### src/hw/rtl/afdl_pkg.sv
`timescale 1ns / 1ps
package afdl_pkg;
	localparam int RATE_MAX = 240;
	localparam int ADAPT_EVERY = 60;
	localparam int WINDOW_MS = 1000;

	localparam logic [2:0] KIND_ARRIVE = 3'd0;
	localparam logic [2:0] KIND_PROC = 3'd1;
	localparam logic [2:0] KIND_DROP = 3'd2;
	localparam logic [2:0] KIND_FULL = 3'd3;
	localparam logic [2:0] KIND_LEVEL = 3'd4;

	localparam logic [2:0] REG_QLIMIT = 3'd0;
	localparam logic [2:0] REG_AEN = 3'd1;
	localparam logic [2:0] REG_CEIL = 3'd2;
	localparam logic [2:0] REG_FLOOR = 3'd3;
	localparam logic [2:0] REG_REDUCE = 3'd4;
	localparam logic [2:0] REG_RAISE = 3'd5;
	localparam logic [2:0] REG_AINT = 3'd6;

	typedef struct packed {
		logic load;
		logic div_start;
		logic div_sel_fps;
		logic commit;
		logic out_load;
	} afdl_cmd_t;

	typedef struct packed {
		logic need_fps;
		logic need_adapt;
		logic div_busy;
	} afdl_sts_t;
endpackage

### src/hw/rtl/afdl_div.sv
`timescale 1ns / 1ps
module afdl_div (
	input  logic        clk,
	input  logic        arst_n,
	input  logic        start,
	input  logic [47:0] num,
	input  logic [32:0] den,
	output logic        busy,
	output logic [47:0] quo
);
	logic [5:0]  cnt_q;
	logic [47:0] q_q;
	logic [33:0] r_q;
	logic [33:0] rs;
	logic [33:0] rd;

	assign rs = {r_q[32:0], q_q[47]};
	assign rd = rs - {1'b0, den};
	assign busy = (cnt_q != 6'd0);
	assign quo = q_q;

	always_ff @(posedge clk or negedge arst_n) begin
		if (!arst_n) begin
			cnt_q <= 6'd0;
		end else if (start) begin
			cnt_q <= 6'd48;
		end else if (busy) begin
			cnt_q <= cnt_q - 6'd1;
		end
	end

	always_ff @(posedge clk) begin
		if (start) begin
			q_q <= num;
			r_q <= '0;
		end else if (busy) begin
			if (!rd[33]) begin
				r_q <= rd;
				q_q <= {q_q[46:0], 1'b1};
			end else begin
				r_q <= rs;
				q_q <= {q_q[46:0], 1'b0};
			end
		end
	end
endmodule

### src/hw/rtl/afdl_ctrl.sv
`timescale 1ns / 1ps
module afdl_ctrl (
	input  logic                clk,
	input  logic                arst_n,
	input  logic                in_valid,
	output logic                in_ready,
	output logic                out_valid,
	input  logic                out_ready,
	input  afdl_pkg::afdl_sts_t sts,
	output afdl_pkg::afdl_cmd_t cmd
);
	import afdl_pkg::*;
	localparam logic [2:0] ST_IDLE = 3'd0;
	localparam logic [2:0] ST_FPS = 3'd1;
	localparam logic [2:0] ST_FPSW = 3'd2;
	localparam logic [2:0] ST_ADP = 3'd3;
	localparam logic [2:0] ST_ADPW = 3'd4;
	localparam logic [2:0] ST_DONE = 3'd5;

	logic [2:0] st_q;
	logic [2:0] st_d;
	logic       ov_q;

	assign in_ready = (st_q == ST_IDLE);
	assign out_valid = ov_q;

	always_comb begin
		st_d = st_q;
		cmd = '0;
		case (st_q)
			ST_IDLE: begin
				if (in_valid) begin
					cmd.load = 1'b1;
					st_d = ST_FPS;
				end
			end
			ST_FPS: begin
				if (sts.need_fps) begin
					cmd.div_start = 1'b1;
					cmd.div_sel_fps = 1'b1;
					st_d = ST_FPSW;
				end else begin
					st_d = ST_ADP;
				end
			end
			ST_FPSW: begin
				cmd.div_sel_fps = 1'b1;
				if (!sts.div_busy) st_d = ST_ADP;
			end
			ST_ADP: begin
				if (sts.need_adapt) begin
					cmd.div_start = 1'b1;
					st_d = ST_ADPW;
				end else begin
					st_d = ST_DONE;
				end
			end
			ST_ADPW: begin
				if (!sts.div_busy) st_d = ST_DONE;
			end
			ST_DONE: begin
				if (!ov_q || out_ready) begin
					cmd.commit = 1'b1;
					cmd.out_load = 1'b1;
					st_d = ST_IDLE;
				end
			end
			default: st_d = ST_IDLE;
		endcase
	end

	always_ff @(posedge clk or negedge arst_n) begin
		if (!arst_n) begin
			st_q <= ST_IDLE;
			ov_q <= 1'b0;
		end else begin
			st_q <= st_d;
			if (cmd.out_load) ov_q <= 1'b1;
			else if (out_ready) ov_q <= 1'b0;
		end
	end
endmodule

### src/hw/rtl/afdl_dp.sv
`timescale 1ns / 1ps
module afdl_dp (
	input  logic                clk,
	input  logic                arst_n,
	input  afdl_pkg::afdl_cmd_t cmd,
	output afdl_pkg::afdl_sts_t sts,
	input  logic [2:0]          kind,
	input  logic [31:0]         now_ms,
	input  logic [15:0]         queue_level_in,
	input  logic                cfg_we,
	input  logic [2:0]          cfg_idx,
	input  logic [15:0]         cfg_data,
	output logic [31:0]         cfg_rdata,
	input  logic [2:0]          cfg_ridx,
	output logic                drop,
	output logic [15:0]         target_rate,
	output logic [15:0]         measured_rate,
	output logic                backpressure,
	output logic [9:0]          frame_gap_ms,
	output logic [31:0]         processed_count,
	output logic [31:0]         dropped_count,
	output logic [31:0]         full_events
);
	import afdl_pkg::*;

	logic [15:0] qlim_q;
	logic        aen_q;
	logic [7:0]  ceil_q, floor_q, red_q;
	logic [8:0]  rai_q;
	logic [15:0] aint_q;

	logic [31:0] last_admit_q, win_start_q, last_adapt_q;
	logic [9:0]  intv_q;
	logic [15:0] qlvl_q, tgt_q, mfps_q, winf_q;
	logic        bp_q;
	logic [31:0] proc_q, drp_q, full_q;
	logic [5:0]  acnt_q;

	logic [2:0]  k_q;
	logic [31:0] now_q;
	logic [15:0] lvl_q;

	logic [31:0] elapsed;
	logic [15:0] winf_inc;
	logic [5:0]  acnt_inc;
	logic        adapt_req;
	logic        adapt_ok;
	logic        reduce;
	logic [24:0] prod;
	logic [24:0] cand;
	logic [15:0] cand16;
	logic [7:0]  fl, lim;
	logic        raise_ok;
	logic [15:0] new_tgt;
	logic        tgt_upd;
	logic [47:0] dnum;
	logic [32:0] dden;
	logic [47:0] dquo;
	logic        dbusy;
	logic [15:0] fps_res;
	logic [9:0]  int_res;
	logic [35:0] thr_prod;
	logic [15:0] thr;
	logic        drop_c;

	assign elapsed = now_q - win_start_q;
	assign winf_inc = (winf_q != 16'hFFFF) ? winf_q + 16'd1 : winf_q;
	assign acnt_inc = acnt_q + 6'd1;
	assign adapt_req = (k_q == KIND_FULL) ||
		((k_q == KIND_PROC) && (acnt_inc >= 6'(ADAPT_EVERY)));
	assign adapt_ok = adapt_req && aen_q && ((now_q - last_adapt_q) >= {16'd0, aint_q});
	assign reduce = bp_q || (k_q == KIND_FULL) || (full_q != 32'd0);
	assign fl = (floor_q == 8'd0) ? 8'd1 : floor_q;
	assign lim = (ceil_q < 8'(RATE_MAX)) ? ceil_q : 8'(RATE_MAX);
	assign prod = reduce ? 25'(tgt_q * red_q) : 25'(tgt_q * rai_q);

	always_comb begin
		cand = {8'd0, prod[24:8]};
		if (reduce) begin
			if (cand < {9'd0, fl, 8'd0}) cand = {9'd0, fl, 8'd0};
		end else begin
			if (cand > {9'd0, lim, 8'd0}) cand = {9'd0, lim, 8'd0};
		end
	end
	assign cand16 = cand[15:0];
	assign raise_ok = cand > {9'd0, tgt_q};
	assign tgt_upd = adapt_ok && (reduce || raise_ok);
	assign new_tgt = tgt_upd ? cand16 : tgt_q;

	assign sts.need_fps = (k_q == KIND_PROC) && (elapsed >= 32'(WINDOW_MS));
	assign sts.need_adapt = tgt_upd && (cand16 >= 16'd256);
	assign sts.div_busy = dbusy;

	always_comb begin
		if (cmd.div_sel_fps) begin
			dnum = {16'd0, 32'(winf_inc * 11'd2000)} + {16'd0, elapsed};
			dden = {elapsed, 1'b0};
		end else begin
			dnum = 48'd256000;
			dden = {17'd0, cand16};
		end
	end

	afdl_div u_div (
		.clk(clk), .arst_n(arst_n), .start(cmd.div_start),
		.num(dnum), .den(dden), .busy(dbusy), .quo(dquo)
	);

	always_ff @(posedge clk) begin
		if (cmd.div_start && cmd.div_sel_fps) fps_res <= 16'hFFFF;
		else if (cmd.div_sel_fps && !dbusy)
			fps_res <= (dquo > 48'hFFFF) ? 16'hFFFF : dquo[15:0];
	end
	assign int_res = (dquo > 48'd1000) ? 10'd1000 : dquo[9:0];

	// floor(4*limit/5) by reciprocal multiply, exact for 4*limit below 2^18
	assign thr_prod = {qlim_q, 2'b00} * 18'd209716;
	assign thr = thr_prod[35:20];
	assign drop_c = (k_q == KIND_ARRIVE) &&
		((qlvl_q >= thr) || ((now_q - last_admit_q) < {22'd0, intv_q}));

	always_ff @(posedge clk) begin
		if (cmd.load) begin
			k_q <= kind;
			now_q <= now_ms;
			lvl_q <= queue_level_in;
		end
	end

	always_ff @(posedge clk or negedge arst_n) begin
		if (!arst_n) begin
			qlim_q <= 16'd20; aen_q <= 1'b0; ceil_q <= 8'd30; floor_q <= 8'd1;
			red_q <= 8'd205; rai_q <= 9'd282; aint_q <= 16'd1000;
		end else if (cfg_we) begin
			case (cfg_idx)
				REG_QLIMIT: qlim_q <= cfg_data;
				REG_AEN:    aen_q <= cfg_data[0];
				REG_CEIL:   ceil_q <= cfg_data[7:0];
				REG_FLOOR:  floor_q <= cfg_data[7:0];
				REG_REDUCE: red_q <= cfg_data[7:0];
				REG_RAISE:  rai_q <= cfg_data[8:0];
				REG_AINT:   aint_q <= cfg_data;
				default: ;
			endcase
		end
	end

	always_comb begin
		case (cfg_ridx)
			REG_QLIMIT: cfg_rdata = {16'd0, qlim_q};
			REG_AEN:    cfg_rdata = {31'd0, aen_q};
			REG_CEIL:   cfg_rdata = {24'd0, ceil_q};
			REG_FLOOR:  cfg_rdata = {24'd0, floor_q};
			REG_REDUCE: cfg_rdata = {24'd0, red_q};
			REG_RAISE:  cfg_rdata = {23'd0, rai_q};
			REG_AINT:   cfg_rdata = {16'd0, aint_q};
			default:    cfg_rdata = 32'd0;
		endcase
	end

	always_ff @(posedge clk or negedge arst_n) begin
		if (!arst_n) begin
			last_admit_q <= '0; intv_q <= 10'd33; qlvl_q <= '0; tgt_q <= 16'd7680;
			mfps_q <= '0; bp_q <= 1'b0; proc_q <= '0; drp_q <= '0; full_q <= '0;
			winf_q <= '0; win_start_q <= '0; acnt_q <= '0; last_adapt_q <= '0;
		end else if (cmd.commit) begin
			case (k_q)
				KIND_ARRIVE: if (!drop_c) last_admit_q <= now_q;
				KIND_PROC: begin
					proc_q <= proc_q + 32'd1;
					if (sts.need_fps) begin
						mfps_q <= fps_res;
						winf_q <= '0;
						win_start_q <= now_q;
					end else begin
						winf_q <= winf_inc;
					end
					acnt_q <= (acnt_inc >= 6'(ADAPT_EVERY)) ? 6'd0 : acnt_inc;
				end
				KIND_DROP: drp_q <= drp_q + 32'd1;
				KIND_FULL: if (full_q != 32'hFFFFFFFF) full_q <= full_q + 32'd1;
				KIND_LEVEL: qlvl_q <= lvl_q;
				default: ;
			endcase
			if (k_q == KIND_FULL) bp_q <= 1'b1;
			if (adapt_ok) begin
				last_adapt_q <= now_q;
				if (reduce) bp_q <= 1'b0;
			end
			if (tgt_upd) begin
				tgt_q <= new_tgt;
				intv_q <= sts.need_adapt ? int_res : 10'd1000;
			end
		end
	end

	always_ff @(posedge clk) begin
		if (cmd.out_load) begin
			drop <= drop_c;
			target_rate <= new_tgt;
			measured_rate <= sts.need_fps ? fps_res : mfps_q;
			backpressure <= adapt_ok && reduce ? 1'b0 : (bp_q || (k_q == KIND_FULL));
			frame_gap_ms <= tgt_upd ? (sts.need_adapt ? int_res : 10'd1000) : intv_q;
			processed_count <= (k_q == KIND_PROC) ? proc_q + 32'd1 : proc_q;
			dropped_count <= (k_q == KIND_DROP) ? drp_q + 32'd1 : drp_q;
			full_events <= ((k_q == KIND_FULL) && (full_q != 32'hFFFFFFFF)) ?
				full_q + 32'd1 : full_q;
		end
	end
endmodule

### src/hw/rtl/adaptive_frame_drop_limiter_top.sv
`timescale 1ns / 1ps
// Frame admission limiter for one video stream. Each request passes through the states FPS,
// ADP and DONE before the next acceptance, with a wait state after FPS or ADP for each run
// of the shared restoring divider: a processed event that closes a one-second window runs it
// once, and a step that changes the target to at least 256 runs it once more. The result is
// loaded into the output register in state DONE. One request is in flight at a time; the
// result sits in an output register until taken, and a finished request waits in DONE
// while the previous result is still held.
module adaptive_frame_drop_limiter_top (
	input  logic        clk,
	input  logic        arst_n,
	input  logic        in_valid,
	output logic        in_ready,
	input  logic [2:0]  kind,
	input  logic [31:0] now_ms,
	input  logic [15:0] queue_level_in,
	output logic        out_valid,
	input  logic        out_ready,
	output logic        drop,
	output logic [15:0] target_rate,
	output logic [15:0] measured_rate,
	output logic        backpressure,
	output logic [9:0]  frame_gap_ms,
	output logic [31:0] processed_count,
	output logic [31:0] dropped_count,
	output logic [31:0] full_events,
	input  logic        psel,
	input  logic        penable,
	input  logic        pwrite,
	input  logic [4:0]  paddr,
	input  logic [31:0] pwdata,
	output logic [31:0] prdata,
	output logic        pready
);
	import afdl_pkg::*;
	afdl_cmd_t cmd;
	afdl_sts_t sts;

	assign pready = 1'b1;

	afdl_ctrl u_ctrl (
		.clk(clk), .arst_n(arst_n), .in_valid(in_valid), .in_ready(in_ready),
		.out_valid(out_valid), .out_ready(out_ready), .sts(sts), .cmd(cmd)
	);

	afdl_dp u_dp (
		.clk(clk), .arst_n(arst_n), .cmd(cmd), .sts(sts),
		.kind(kind), .now_ms(now_ms), .queue_level_in(queue_level_in),
		.cfg_we(psel && penable && pwrite && pready),
		.cfg_idx(paddr[4:2]), .cfg_data(pwdata[15:0]),
		.cfg_rdata(prdata), .cfg_ridx(paddr[4:2]),
		.drop(drop), .target_rate(target_rate), .measured_rate(measured_rate),
		.backpressure(backpressure), .frame_gap_ms(frame_gap_ms),
		.processed_count(processed_count), .dropped_count(dropped_count),
		.full_events(full_events)
	);
endmodule

### config.mk
export PLATFORM = sky130hd
export DESIGN_NAME = adaptive_frame_drop_limiter_top
export DESIGN_NICKNAME = d
export VERILOG_FILES = /design/src/hw/rtl/afdl_pkg.sv /design/src/hw/rtl/afdl_div.sv /design/src/hw/rtl/afdl_ctrl.sv /design/src/hw/rtl/afdl_dp.sv /design/src/hw/rtl/adaptive_frame_drop_limiter_top.sv
export SDC_FILE = /design/constraint.sdc
export NUM_CORES = 2
export LEC_CHECK = 0
export ABC_AREA = 1
export ABC_CLOCK_PERIOD_IN_PS = 28800
export BUFFER_PORTS_ARGS = -buffer_cell sky130_fd_sc_hd__buf_2
export CORE_MARGIN = 8
export CORE_UTILIZATION = 69
export CTS_CLUSTER_SIZE = 16
export DETAILED_ROUTE_END_ITERATION = 8
export PLACE_DENSITY = 0.93
export SLEW_MARGIN = 20
export SYNTH_ARGS = -nofsm -noshare
export SYNTH_HDL_FRONTEND = slang
export SYNTH_SLANG_ARGS = --single-unit
### constraint.sdc
create_clock -name clk -period 28.8 [get_ports clk]
set_clock_uncertainty 0.15 [all_clocks]
set_input_delay 5.76 -clock clk [delete_from_list [all_inputs] [get_ports clk]]
set_output_delay 5.76 -clock clk [all_outputs]
set_load 0.05 [all_outputs]
==> reports/qor.yml <==
critical_path:
  cp_max_fo: 12
  critPathArrivalTime_ns: 7.91
  worst_ep_required_time_ns: 22.89
  start_kind: "primary input"
  path_class: "primary input to output pin"
  cp-end-kind: "output pin"
yosys:
  synth_edf_count: 239
  syn_inst: 6725
  synthFlopType: "dfrtp_1"
  synth.avg_cell_area_um2: 8.06
  netlist_area_um2: 54200
  synth-seq-cells: 637
  yosysUniqueCellTypes: 69
  yosysSeqAreaShare_pct: 31.2
  yosys_warnings: 0
  synthArstFlopShare_pct: 54.8
die:
  coreArea_um2: 78400
  die_width_um: 296
  initial_core_util_pct: 69.2
  die_y_um: 296
  ios: 270
  fp.dieArea_um2: 87800
  fp-row-count: 103
global_routing:
  grtUsageTotal_pct: 34.2
  grt_overflow: 0
  grt_pass1_wl_um: 243000
  grt_max_degree: 210
  grt_pass1_vias: 47583
  grt_antenna_before_repair: 6
sta:
  fmax_mhz: 72.4
  rsz0062_at_grt: "false"
  min_period_ns: 13.82
  tightest_slew_ns: 1.16
  timing.max_slew.rel_slack_pct: 22.4
  hold_viol_final: 0
  setup_viol: 0
  setup_tns_ns: 0
  slew_violations: 0
  finalCritPeriodShare_pct: 48.0
clock_tree:
  clk_latency_ns: 0.65
  cts_made_buffers: 75
  htreeDepth: 3
  tritoncts: "done"
  clk_path_buf_depth: 3
  cts_resized: 0
  cts_setup_buffers: 0
  cts.clk_slew.worst_paths_ns: 0.05
  hold_buffers: 0
  clock_sinks: 637
  root_buffer: "clkbuf_16"
place:
  gp_congestion: 0.984
  dp_hpwl_um: 114000
  portBuffers: 234
route:
  num_vias: 47335
  dr.pass1.iters: 8
  avgViaCountPerCell: 5.94
  drt_iter0_drc: 5029
  final_antenna_net_count: 0
  drc: 0
  drt_wl_total_um: 151000
  wl_per_cell_um: 19.0
run:
  maxCapViolCount: 0
min_path:
  holdCritPathClass: "flop to flop"
final_layout:
  syn_to_final_growth_pct: 8.43
  drive_above_1_share_pct: 7.84
  final_nets: 7761
run_status:
  status: "completed"
-- routing by layer --
layer	global-route usage (%)	up-vias	part of all wire, %
met5	0	-	0.015
met4	18.3	4	6.1
met3	6.10	606	8.5
met2	56.7	2415	47
met1	42.6	22410	38
li1	-	21900	-
-- final timing paths --
path	slack, ns	cells after the start	startpoint	endpoint
worst min-delay path	0.32	2	u_dp.last_admit_q[4]	u_dp.last_admit_q[4]
worst min register to register	0.32	2	u_dp.last_admit_q[4]	u_dp.last_admit_q[4]
max in group asynchronous	21.27	3	arst_n	u_dp.drp_q[5]
worst max-delay path	14.98	8	paddr[4]	prdata[7]
min in group asynchronous	4.93	1	arst_n	u_dp.qlvl_q[9]
worst max register to register	16.29	52	u_dp.tgt_q[2]	u_dp.u_div.quo[23]
-- synth_stat cells, types with 27 or more instances --
library cell | instances | area [um^2]
a21o_1 | 28 | 210
a31oi_1 | 28 | 175
a21oi_1 | 345 | 1730
a21oi_2 | 31 | 272
nor3_1 | 92 | 460
o211ai_1 | 49 | 368
nand2_1 | 1457 | 5470
dfstp_2 | 28 | 736
xor2_1 | 202 | 1770
dfxtp_1 | 49 | 981
nor4_1 | 49 | 307
nand3_1 | 243 | 1220
clkbuf_1 | 155 | 582
inv_1 | 1252 | 4700
o21ai_0 | 486 | 2430
dfrtp_1 | 321 | 8030
buf_2 | 27 | 135
nand4_1 | 92 | 576
ha_1 | 492 | 6160
nor2_1 | 362 | 1360
xnor2_1 | 82 | 718
fa_1 | 321 | 6430
edfxtp_1 | 239 | 7180
-- cells in the final DEF (no fill, tap or decap), drive strengths merged, types with 28 or more instances in the layout --
cell | netlist | final
a21o | 28 | 28
a21oi | 376 | 376
a31oi | 28 | 28
buf | 63 | 256
clkbuf | 157 | 101
dfrtp | 321 | 321
dfstp | 28 | 28
dfxtp | 49 | 49
edfxtp | 239 | 239
fa | 321 | 321
ha | 492 | 492
inv | 1262 | 1276
nand2 | 1467 | 1467
nand3 | 249 | 249
nand4 | 92 | 92
nor2 | 374 | 374
nor3 | 101 | 101
nor4 | 52 | 52
o211ai | 49 | 49
o21ai | 501 | 501
xnor2 | 82 | 82
xor2 | 203 | 203
-- critical path, cell delays in order --
cell      delay [ns]
buf_2           0.13
inv_1           0.07
nor3_1          0.59
inv_1           0.47
o21ai_0         0.30
nor2_1          0.10
o221ai_1        0.14
buf_2           0.35
-- cells by family after synthesis --
logic type	Yosys count	synth area share [%]
DFF	637	31.2
adders and majority gates	813	23.2
and+or+nand+nor	2371	18.4
muxes	16	0.332
AOI/OAI and AO/OA	1114	11.6
other	2	0.0138
buffers and inverters	1487	10.6
xor gates and xnor gates	285	4.62
-- area by class of cell --
| cell class | count | area (um^2) |
|---|---|---|
| antenna | 3 | 7.51 |
| clock buffer | 101 | 2180 |
| clock inverter | 39 | 569 |
| fill | 5457 | 19600 |
| inverter | 1267 | 4760 |
| multi-input combinational | 4616 | 31700 |
| sequential | 637 | 16900 |
| tap | 1050 | 1310 |
| timing repair buffer | 256 | 1360 |
-- through the flow --
stage	area, um^2	setup WS (ns)	hold slack [ns]	utilization (%)	cells
after floorplan	54300	15.52	0.279	-	6740
after global placement	56000	15.12	0.290	71.5	7826
after detailed placement	56000	15.12	0.293	71.5	7826
after CTS	58800	15.07	0.316	75.0	7966
after global routing	58800	14.86	0.333	75.0	7969
final	58800	14.98	0.318	75.0	7969
-- registers in the layout, indices dropped and copies added (netlist names), 16 cells and up --
signal / flops
u_dp.proc_q: 32
u_dp.full_events: 32
u_dp.last_admit_q: 32
u_dp.now_q: 32
u_dp.processed_count: 32
u_dp.winf_q: 16
u_dp.fps_res: 16
u_dp.tgt_q: 16
u_dp.aint_q: 16
u_dp.dropped_count: 32
u_dp.target_rate: 16
u_dp.lvl_q: 16
u_dp.u_div.r_q: 33
u_dp.win_start_q: 32
u_dp.qlim_q: 16
u_dp.measured_rate: 16
u_dp.qlvl_q: 16
u_dp.last_adapt_q: 32
u_dp.full_q: 32
u_dp.drp_q: 32
u_dp.mfps_q: 16
u_dp.u_div.quo: 48
Power is not shown: default switching activity piles up to over one toggle a cycle in this logic, so the estimate is an artifact.
